`src/hdl/lprd_pkg.sv`:
```
// Shared types and constants for the length-prefixed response deframer.
`default_nettype none

package lprd_pkg;

   // Decoded length width and its saturation value
   localparam int LEN_W = 17;
   localparam logic [LEN_W-1:0] LEN_MAX = {LEN_W{1'b1}};

   // Framing characters
   localparam logic [7:0] CHAR_START = 8'h52;   // 'R'
   localparam logic [7:0] CHAR_ZERO  = 8'h30;   // '0'
   localparam logic [7:0] CHAR_NINE  = 8'h39;   // '9'
   localparam logic [7:0] CHAR_SPACE = 8'h20;
   localparam logic [7:0] CHAR_TAB   = 8'h09;
   localparam logic [7:0] CHAR_CR    = 8'h0D;

   // Result kinds carried on tuser
   localparam logic KIND_PAYLOAD = 1'b0;
   localparam logic KIND_EMPTY   = 1'b1;

   // Length field parser state
   typedef struct packed {
      logic [LEN_W-1:0] accum;
      logic             closed;
      logic             started;
   } len_state_type;

endpackage

`default_nettype wire

```
`src/hdl/length_prefixed_response_deframer.sv`:
```
// Top level: byte-stream deframer for 'R'-prefixed, length-counted responses.
//
// Usage:
//   req channel carries one received serial byte per request (req_tdata).
//   While idle, bytes are dropped until an 'R' start byte. The header then
//   holds one error-code byte, LENGTH_DIGITS length characters (parsed like
//   strtol: leading blanks skipped, digits up to the first non-digit) and
//   two line-end bytes. Each following payload byte comes out on the rsp
//   channel with rsp_tlast on the final one; a zero length yields one
//   empty-completion result (rsp_tuser high) on the second line-end byte.
//   Output: each result is registered and appears in the cycle after the request that causes it.
//   Throughput: one request per cycle unless the result register stalls; the per-byte state update is a
//   single combinational step between the accepted byte and the result
//   register.
//   Stall: the result register holds while rsp_tready is low, and a new
//   request is taken only when that register is empty or being drained.
//   Reset: synchronous, returns to idle with an empty result register.
`default_nettype none

module length_prefixed_response_deframer #(
   parameter int LENGTH_DIGITS = 5
) (
   input  wire logic        clock,
   input  wire logic        reset,
   // request: [7:0] rx_byte
   input  wire logic        req_tvalid,
   output      logic        req_tready,
   input  wire logic [7:0]  req_tdata,
   // response: [7:0] data_byte, [24:8] frame_length, [32:25] error_digit, zero fill
   output      logic        rsp_tvalid,
   input  wire logic        rsp_tready,
   output      logic [39:0] rsp_tdata,
   output      logic        rsp_tlast,
   // response: [0] kind
   output      logic        rsp_tuser
);

   localparam int IDX_W = $clog2(LENGTH_DIGITS + 3);
   localparam logic [IDX_W-1:0] IDX_LEN_END  = IDX_W'(LENGTH_DIGITS);
   localparam logic [IDX_W-1:0] IDX_HDR_LAST = IDX_W'(LENGTH_DIGITS + 2);

   localparam logic [1:0] PH_IDLE    = 2'd0;
   localparam logic [1:0] PH_HEADER  = 2'd1;
   localparam logic [1:0] PH_PAYLOAD = 2'd2;

   localparam int LW = lprd_pkg::LEN_W;

   logic [1:0]                phase_ff, phase_in;
   logic [IDX_W-1:0]          index_ff, index_in;
   lprd_pkg::len_state_type   len_ff, len_in, len_next;
   logic [LW-1:0]             count_ff, count_in, count_inc;
   logic [7:0]                err_ff, err_in;

   logic                      out_valid_ff, out_valid_in;
   logic                      out_kind_ff, out_kind_in;
   logic [7:0]                out_data_ff, out_data_in;
   logic                      out_last_ff, out_last_in;
   logic [LW-1:0]             out_len_ff, out_len_in;
   logic [7:0]                out_err_ff, out_err_in;

   logic                      take;
   logic                      emit;

   // Accept while the result register is empty or draining
   assign req_tready = !out_valid_ff || rsp_tready;
   assign take       = req_tvalid && req_tready;

   lprd_len_parse u_len_parse (
      .char_byte (req_tdata),
      .cur       (len_ff),
      .nxt       (len_next)
   );

   assign count_inc = count_ff + LW'(1);

   // Advance the framing state for one byte
   always_comb begin
      phase_in    = phase_ff;
      index_in    = index_ff;
      len_in      = len_ff;
      count_in    = count_ff;
      err_in      = err_ff;
      emit        = 1'b0;
      out_kind_in = lprd_pkg::KIND_PAYLOAD;
      out_data_in = 8'd0;
      out_last_in = 1'b0;
      case (phase_ff)
         PH_HEADER: begin
            index_in = index_ff + IDX_W'(1);
            if (index_ff == '0) begin
               err_in = req_tdata - lprd_pkg::CHAR_ZERO;
            end else if (index_ff <= IDX_LEN_END) begin
               len_in = len_next;
            end else if (index_ff >= IDX_HDR_LAST) begin
               index_in = '0;
               if (len_ff.accum != '0) begin
                  phase_in = PH_PAYLOAD;
               end else begin
                  phase_in    = PH_IDLE;
                  emit        = 1'b1;
                  out_kind_in = lprd_pkg::KIND_EMPTY;
                  out_last_in = 1'b1;
               end
            end
         end
         PH_PAYLOAD: begin
            count_in    = count_inc;
            emit        = 1'b1;
            out_data_in = req_tdata;
            out_last_in = (count_inc == len_ff.accum);
            if (out_last_in) begin
               phase_in = PH_IDLE;
            end
         end
         default: begin
            phase_in = PH_IDLE;
            if (req_tdata == lprd_pkg::CHAR_START) begin
               phase_in = PH_HEADER;
               index_in = '0;
               len_in   = '0;
               count_in = '0;
            end
         end
      endcase
      out_len_in = len_ff.accum;
      out_err_in = err_ff;
   end

   // Hold a result until taken, load a new one on emit
   assign out_valid_in = (take && emit) || (out_valid_ff && !rsp_tready);

   always_ff @(posedge clock) begin
      if (reset) begin
         phase_ff     <= PH_IDLE;
         index_ff     <= '0;
         len_ff       <= '0;
         count_ff     <= '0;
         err_ff       <= '0;
         out_valid_ff <= 1'b0;
      end else begin
         out_valid_ff <= out_valid_in;
         if (take) begin
            phase_ff <= phase_in;
            index_ff <= index_in;
            len_ff   <= len_in;
            count_ff <= count_in;
            err_ff   <= err_in;
         end
      end
   end

   // Result payload, loaded only with a new result
   always_ff @(posedge clock) begin
      if (take && emit) begin
         out_kind_ff <= out_kind_in;
         out_data_ff <= out_data_in;
         out_last_ff <= out_last_in;
         out_len_ff  <= out_len_in;
         out_err_ff  <= out_err_in;
      end
   end

   assign rsp_tvalid = out_valid_ff;
   assign rsp_tdata  = {7'd0, out_err_ff, out_len_ff, out_data_ff};
   assign rsp_tlast  = out_last_ff;
   assign rsp_tuser  = out_kind_ff;

endmodule

`default_nettype wire

```
`src/hdl/lprd_len_parse.sv`:
```
// Next-state logic for one character of the decimal length field.
`default_nettype none

module lprd_len_parse (
   input  wire logic                  [7:0] char_byte,
   input  wire lprd_pkg::len_state_type     cur,
   output      lprd_pkg::len_state_type     nxt
);

   logic                       is_digit;
   logic                       is_blank;
   logic [3:0]                 digit;
   logic [lprd_pkg::LEN_W+3:0] times_ten;

   // Classify the character
   always_comb begin
      is_digit = (char_byte >= lprd_pkg::CHAR_ZERO) && (char_byte <= lprd_pkg::CHAR_NINE);
      is_blank = (char_byte == lprd_pkg::CHAR_SPACE) ||
                 (char_byte inside {[lprd_pkg::CHAR_TAB:lprd_pkg::CHAR_CR]});
      digit    = 4'(char_byte - lprd_pkg::CHAR_ZERO);
   end

   // Multiply by ten as shift-add and add the new digit
   assign times_ten = {1'b0, cur.accum, 3'b000} + {3'b000, cur.accum, 1'b0}
                    + {{(lprd_pkg::LEN_W){1'b0}}, digit};

   // Accumulate with saturation, skip leading blanks, close on anything else
   always_comb begin
      nxt = cur;
      if (!cur.closed) begin
         if (is_digit) begin
            nxt.started = 1'b1;
            if (times_ten[lprd_pkg::LEN_W+3:lprd_pkg::LEN_W] != 4'd0) begin
               nxt.accum = lprd_pkg::LEN_MAX;
            end else begin
               nxt.accum = times_ten[lprd_pkg::LEN_W-1:0];
            end
         end else if (!(is_blank && !cur.started)) begin
            nxt.closed = 1'b1;
         end
      end
   end

endmodule

`default_nettype wire
```
`config.mk`:
```
export PLATFORM = sky130hd
export DESIGN_NAME = length_prefixed_response_deframer
export DESIGN_NICKNAME = d
export VERILOG_FILES = /design/src/hdl/lprd_pkg.sv /design/src/hdl/length_prefixed_response_deframer.sv /design/src/hdl/lprd_len_parse.sv
export SDC_FILE = /design/constraint.sdc
export NUM_CORES = 1
export LEC_CHECK = 0
export BUFFER_PORTS_ARGS = -buffer_cell sky130_fd_sc_hd__clkbuf_2
export CAP_MARGIN = 10
export CORE_AREA = 2 2 147 113
export DETAILED_ROUTE_END_ITERATION = 7
export DIE_AREA = 0 0 149 115
export HOLD_SLACK_MARGIN = 0.02
export PLACE_DENSITY = 0.57
export SETUP_SLACK_MARGIN = 0.2
export SYNTH_ARGS = -nofsm -noshare
export SYNTH_HDL_FRONTEND = slang
export SYNTH_HIERARCHICAL = 1
export SYNTH_SLANG_ARGS = --single-unit
```
`constraint.sdc`:
```
create_clock -name clock -period 4.1 [get_ports clock]
set_clock_uncertainty 0.2 [all_clocks]
set_input_delay 1.025 -clock clock [delete_from_list [all_inputs] [get_ports clock]]
set_output_delay 1.025 -clock clock [all_outputs]
set_load 0.01 [all_outputs]
```
==> results of run 1 <==
## repair_timing
action,CTS,global route
setup endpoints to repair,17,17
gates resized for setup,1,8
pin swaps,0,3
buffers inserted,0,2
## per-stage QoR
stage	total power [µW]	setup WS (ns)
5_1_grt	1880	0.190
3_3_place_gp	941	-0.190
6_report	1820	0.357
3_5_place_dp	942	-0.260
2_1_floorplan	926	0.215
4_1_cts	1840	0.269
## worst min-delay path by stage
| stage | startpoint | end | slack (ns) |
|---|---|---|---|
| CTS | err_ff[0] | out_err_ff[0] | 0.23 |
| global placement | err_ff[7] | out_err_ff[7] | 0.22 |
| floorplan | err_ff[0] | out_err_ff[0] | 0.21 |
| detailed placement | err_ff[0] | out_err_ff[0] | 0.22 |
| finish | err_ff[6] | out_err_ff[6] | 0.23 |
| global route | err_ff[6] | out_err_ff[6] | 0.25 |
## cells in the final DEF, fill, tap and decap left out, types with 20 or more instances in the layout
cell type,instances
ha_1,42
nand2_1,51
nand3_1,34
a31oi_1,21
xnor2_1,20
dfxtp_1,50
clkbuf_2,48
o21ai_0,30
a21oi_1,50
edfxtp_1,35
nor2_1,74
## layer usage
layer / global-route usage, % / wire length (µm)
met5: 0 / 0
met3: 3.61 / 722
met1: 23.8 / 7000
met2: 26.4 / 6150
met4: 5.02 / 214
## power by group
group / switching, µW / total [µW] / internal, µW
clock: 358 / 896 / 539
combinational: 34.1 / 51.3 / 17.3
sequential: 0.0329 / 873 / 873
total: 392 / 1820 / 1430
## logic make-up (layout without fill, tap and decap cells)
logic type,count (synthesis),count (layout)
XOR/XNOR,35,35
multiplexers,10,10
adder cells (fa/ha/maj),44,44
flip-flops,85,85
AND/OR/NAND/NOR,235,235
other,1,7
AO/OA/AOI/OAI,150,150
buffers and inverters,53,105
## flip-flops by register name, indices dropped and copies added, names as in the netlist, 3 cells and up
name	count
out_len_ff	17
out_len_in	17
out_err_ff	8
err_ff	8
count_ff	17
index_ff	3
out_data_ff	8
## final cells by class
type / instances / area (µm²) / area share, %
Clock inverter: 7 / 96.3 / 1.52
Inverter: 19 / 71.3 / 1.13
Tap cell: 210 / 263 / 4.15
Multi-Input combinational cell: 481 / 3180 / 50.2
Clock buffer: 9 / 225 / 3.56
Sequential cell: 85 / 2050 / 32.4
Timing Repair Buffer: 70 / 443 / 7.00
==> impl_metrics.csv, run 1 <==
group,metric,value,unit
setup_path,r2r_slack,0.61,ns
status,status,"completed",
placed_design,post_dp_cell_area,0.00594,mm²
setup_path,r2r-end,"out_len_in[5]",
synth,avgSynthCellArea,8.80,µm²
synth,ys.flop_type,"dfxtp_1",
timing,setup_viol,0,
setup_path,cp.depth,15,
setup_path,cp-startpoint,"req_tdata[3]",
finish,drive_gt1_share,17.3,%
setup_path,required,4.11,ns
timing,maxSlewViolCount,0,
synth,seq_area_frac_synth,38.0,%
floorplanning,core_area,0.0157,mm²
clock_tree,path_clk_slew,0.07,ns
floorplanning,fp.dieW,149,µm
setup_path,worst-path-buf-inv,4,
setup_path,reg2reg_from,"out_len_in[9]",
routing,first_pass_iters,5,
setup_path,critical-path-max-stage-delay,0.53,ns
synth,yosysUniqueCellTypes,67,
setup_path,crit_chain,"clkbuf_2, inv_1, fa_1, inv_1, fa_2, a211oi_2, o21ai_1, nand3_1, a211oi_2, mux2i_1, nor4_4, buf_12, a31oi_1, nand3_1, a21oi_2",
routing,drt-wirelength-per-cell,16.0,µm
synth,synth_fa_ha_area_share,10.5,%
power_and_ir_drop,leakagePower,0.00262,µW
finish,filler_cell_count,1563,
setup_path,critPathKind,"primary input to register",
floorplanning,rows,40,
synth,netlist_top_cells_count,"nor2_1, a21oi_1, nand2_1, dfxtp_1, ha_1",
setup_path,startpoint_type,"primary input",
setup_path,crit_path_end_kind,"register",
routing,wl,14100,µm
grt,grt_pass1_vias,4446,
timing,fin_tns_setup,0,ns
power_and_ir_drop,power_density,288,mW/mm²
floorplanning,start_util,34.3,%
setup_path,worst-r2r-cell-count,12,
floorplanning,dieArea,0.0171,mm²
finish,instances_no_fill,881,
routing,drt-initial-drc-count,338,
finish,nets,722,
synth,synth_most_common_cell,"nor2_1",
grt,grtUsageTotal,17.0,%
synth,syn_area,0.00540,mm²
grt,antenna_found_initial,0,
finish,area_growth,17.3,%
setup_path,crit_path_end,"out_len_in[13]",
synth,synth_area_leaders,"edfxtp_1, dfxtp_1, ha_1",
grt,grt.overflow.total,0,
timing,hold_viol,0,
clock_tree,cts.sinks,85,
placed_design,placed_cells,863,
setup_path,cp_top_family,"adder cells",
setup_path,worstPathArrival,3.75,ns
floorplanning,die_h,115,µm
synth,synth-simple-area-share,22.2,%
synth,ys_ff_latch,85,
synth,synthMuxAreaShare,1.88,%
hold_path,holdPathStages,0,
grt,grt_max_degree,52,
placed_design,dp_hpwl,9840,µm
routing,viasPerCell,5.33,
timing,fmax,267,MHz
clock_tree,clk_latency,0.34,ns
synth,synth_edf_count,35,
placed_design,io_buffers,48,
routing,vias,4700,
synth,synthCells,613,
floorplanning,ios,56,
timing,period_minus_slack,3.74,ns
timing,finalCritPeriodShare,91.3,%
synth,synth_top_family_by_area,"simple AND/OR/NAND/NOR gates",
power_and_ir_drop,vdd_drop_max,0.187,mV
synth,yosys.area.top_type_share,19.5,%
timing,slew_headroom,37.1,%
timing,rsz0062_at_grt,"yes",
synth,synth_compound_area_share,17.0,%
routing,ant_nets,0,
clock_tree,numCtsBuffers,9,
clock_tree,htreeDepth,3,
synth,synthArstFlopShare,0,%
job,maxCapViolCount,0,
clock_tree,cts_tree,"yes",
timing,worst_pin_slew,0.934,ns
placed_design,gp_congestion,0.865,
synth,synth_xor_xnor_area_share,5.68,%
finish,diodes,0,
grt,grt_pass1_wl,23100,µm
setup_path,worstPathMaxFanout,17,
finish,stdcell_area,0.00633,mm²
clock_tree,hold_buffers,0,
synth,yosysTopAreaCell,"edfxtp_1",
setup_path,cpMaxStageDelayCell,"fa_1",
hold_path,holdCritPathClass,"register to register",
finish,finish.utilization,40.3,%
synth,synth_warnings,6,
timing,timing.hold.ws,0.231,ns
routing,drc,0,
clock_tree,clk_path_buf_depth,2,
clock_tree,root_buffer,"clkbuf_16",
No activity file was read; power rests on OpenSTA's default activity.
==> inputs of run 2 (changes only) <==
CTS_BUF_LIST = sky130_fd_sc_hd__clkbuf_8   (was not set)
==> run 2 against run 1 <==
Global-route usage shrank 0.24 points. Design area shrank 1.9%. Register-to-register slack is essentially flat. Via count shrank 0.38%. Maximum frequency grew 0.62%. Critical path depth is the same. Critical endpoint unchanged. Largest cell class unchanged. Highest routed layer unchanged.
==> impl_metrics.csv, run 2 (synthesis gave the netlist of run 1 again) <==
group,metric,value,unit
clock_tree,cts.sinks,85,
grt,grtUsageTotal,16.7,%
setup_path,critPathKind,"primary input to register",
floorplanning,fp.dieW,149,µm
clock_tree,cts_tree,"yes",
finish,multiInputGateArea,0.00316,mm²
timing,slew_headroom,35.9,%
finish,drive_gt1_share,16.7,%
clock_tree,hold_buffers,0,
status,status,"completed",
grt,grt_pass1_wl,22900,µm
finish,filler_cell_count,1583,
grt,use_met3,3.45,%
clock_tree,path_clk_slew,0.09,ns
finish,stdcell_area,0.00620,mm²
setup_path,crit_path_end_kind,"register",
timing,timing.hold.ws,0.238,ns
power_and_ir_drop,leakagePower,0.00257,µW
finish,diodes,0,
floorplanning,die_h,115,µm
floorplanning,ios,56,
clock_tree,clk_latency,0.37,ns
timing,worst_pin_slew,0.951,ns
setup_path,worstPathMaxFanout,17,
routing,ant_nets,0,
routing,viasPerCell,5.32,
floorplanning,rows,40,
placed_design,gp_congestion,0.865,
grt,grt_max_degree,52,
placed_design,dp_hpwl,9840,µm
grt,antenna_found_initial,0,
hold_path,holdCritPathClass,"register to register",
setup_path,cpMaxStageDelayCell,"fa_1",
timing,finalCritPeriodShare,90.7,%
routing,vias,4682,
setup_path,crit_chain,"clkbuf_2, inv_1, fa_1, inv_1, fa_2, a211oi_2, o21ai_1, nand3_1, a211oi_2, mux2i_1, nor4_4, buf_12, a31oi_1, nand3_1, a21oi_1",
grt,busiest_layer,"met2",
finish,seq_area,0.00205,mm²
clock_tree,numCtsBuffers,9,
routing,wl,13900,µm
finish,nets,721,
clock_tree,clk_path_buf_depth,2,
power_and_ir_drop,vdd_drop_max,0.138,mV
grt,grt_use_met2,26.0,%
placed_design,post_dp_cell_area,0.00594,mm²
grt,grt_pass1_vias,4417,
grt,use_met1,23.8,%
floorplanning,core_area,0.0157,mm²
clock_tree,root_buffer,"clkbuf_8",
finish,area_growth,15.0,%
timing,rsz0062_at_grt,"no",
finish,mostFrequentLayoutCells,"nor2_1, a21oi_1, nand2_1",
timing,setup_viol,0,
job,maxCapViolCount,0,
routing,first_pass_iters,4,
timing,period_minus_slack,3.72,ns
placed_design,io_buffers,48,
routing,drc,0,
timing,fmax,269,MHz
grt,grt.overflow.total,0,
setup_path,startpoint_type,"primary input",
floorplanning,start_util,34.3,%
setup_path,worstPathArrival,3.75,ns
timing,maxSlewViolCount,0,
floorplanning,dieArea,0.0171,mm²
power_and_ir_drop,p_total,1600,µW
setup_path,required,4.13,ns
setup_path,critical-path-max-stage-delay,0.53,ns
finish,layout_commonest_cell,"nor2_1",
routing,drt-initial-drc-count,318,
timing,hold_viol,0,
routing,drt-wirelength-per-cell,15.8,µm
clock_tree,htreeDepth,3,
power_and_ir_drop,power_density,258,mW/mm²
-- run 2: changes by cell type in the layout (fill, tap and decap cells not counted) --
cell,delta
a31oi_2,-1
buf_4,-1
clkbuf_8,+9
clkbuf_16,-9
a31oi_1,+1
a21oi_2,-2
a21oi_1,+2
-- run 2: final timing paths --
path	end	from	slack, ns	cells past startpoint
min reg2reg	out_err_ff[6]	err_ff[6]	0.24	0
max	out_len_in[13]	req_tdata[3]	0.38	15
max reg2reg	out_len_in[13]	out_len_in[9]	0.60	12
min	out_err_ff[6]	err_ff[6]	0.24	0
-- run 2: stage by stage --
step	setup TNS, ns	utilization (%)	setup slack (ns)	std cells
6_report	0	39.5	0.380	880
5_1_grt	0	39.5	0.204	880
4_1_cts	0	39.2	0.303	879
3_5_place_dp	-4.03	37.8	-0.260	863
3_3_place_gp	-3.09	37.8	-0.190	863
2_1_floorplan	0	-	0.215	619
-- run 2: critical path: cells and delay by family --
kind | cells | cell delay, ns
fa+ha+maj | 2 | 0.88
compound gates | 5 | 0.66
simple gates | 3 | 0.57
buf+inv | 4 | 0.42
mux | 1 | 0.17
-- run 2: layout make-up --
type / count / share of cell area (%)
multi-input cells: 481 / 51.0
repair buffers: 69 / 7.02
well taps: 210 / 4.23
clock inverters: 7 / 1.55
inverters: 19 / 1.15
flip-flops and latches: 85 / 33.1
clock buffers: 9 / 2.00
-- run 2: power breakdown --
part / switching [µW] / leakage [µW] / internal (µW)
registers: 0.0315 / 0.000803 / 872
clock network: 328 / 0.000111 / 348
logic: 33.9 / 0.00165 / 17.2
-- run 2: layer usage --
| metal | share of wire (%) | vias to the layer above |
|---|---|---|
| li1 | - | 2304 |
| met1 | 50 | 2228 |
| met2 | 43 | 132 |
| met3 | 5.1 | 18 |
| met4 | 1.4 | 0 |
| met5 | 0 | - |
-- run 2: what timing repair did --
item / 4_1_cts / 5_1_grt
gates resized for setup: 1 / 5
setup buffers: 0 / 1
pin swaps: 0 / 3
setup endpoints to repair: 17 / 17
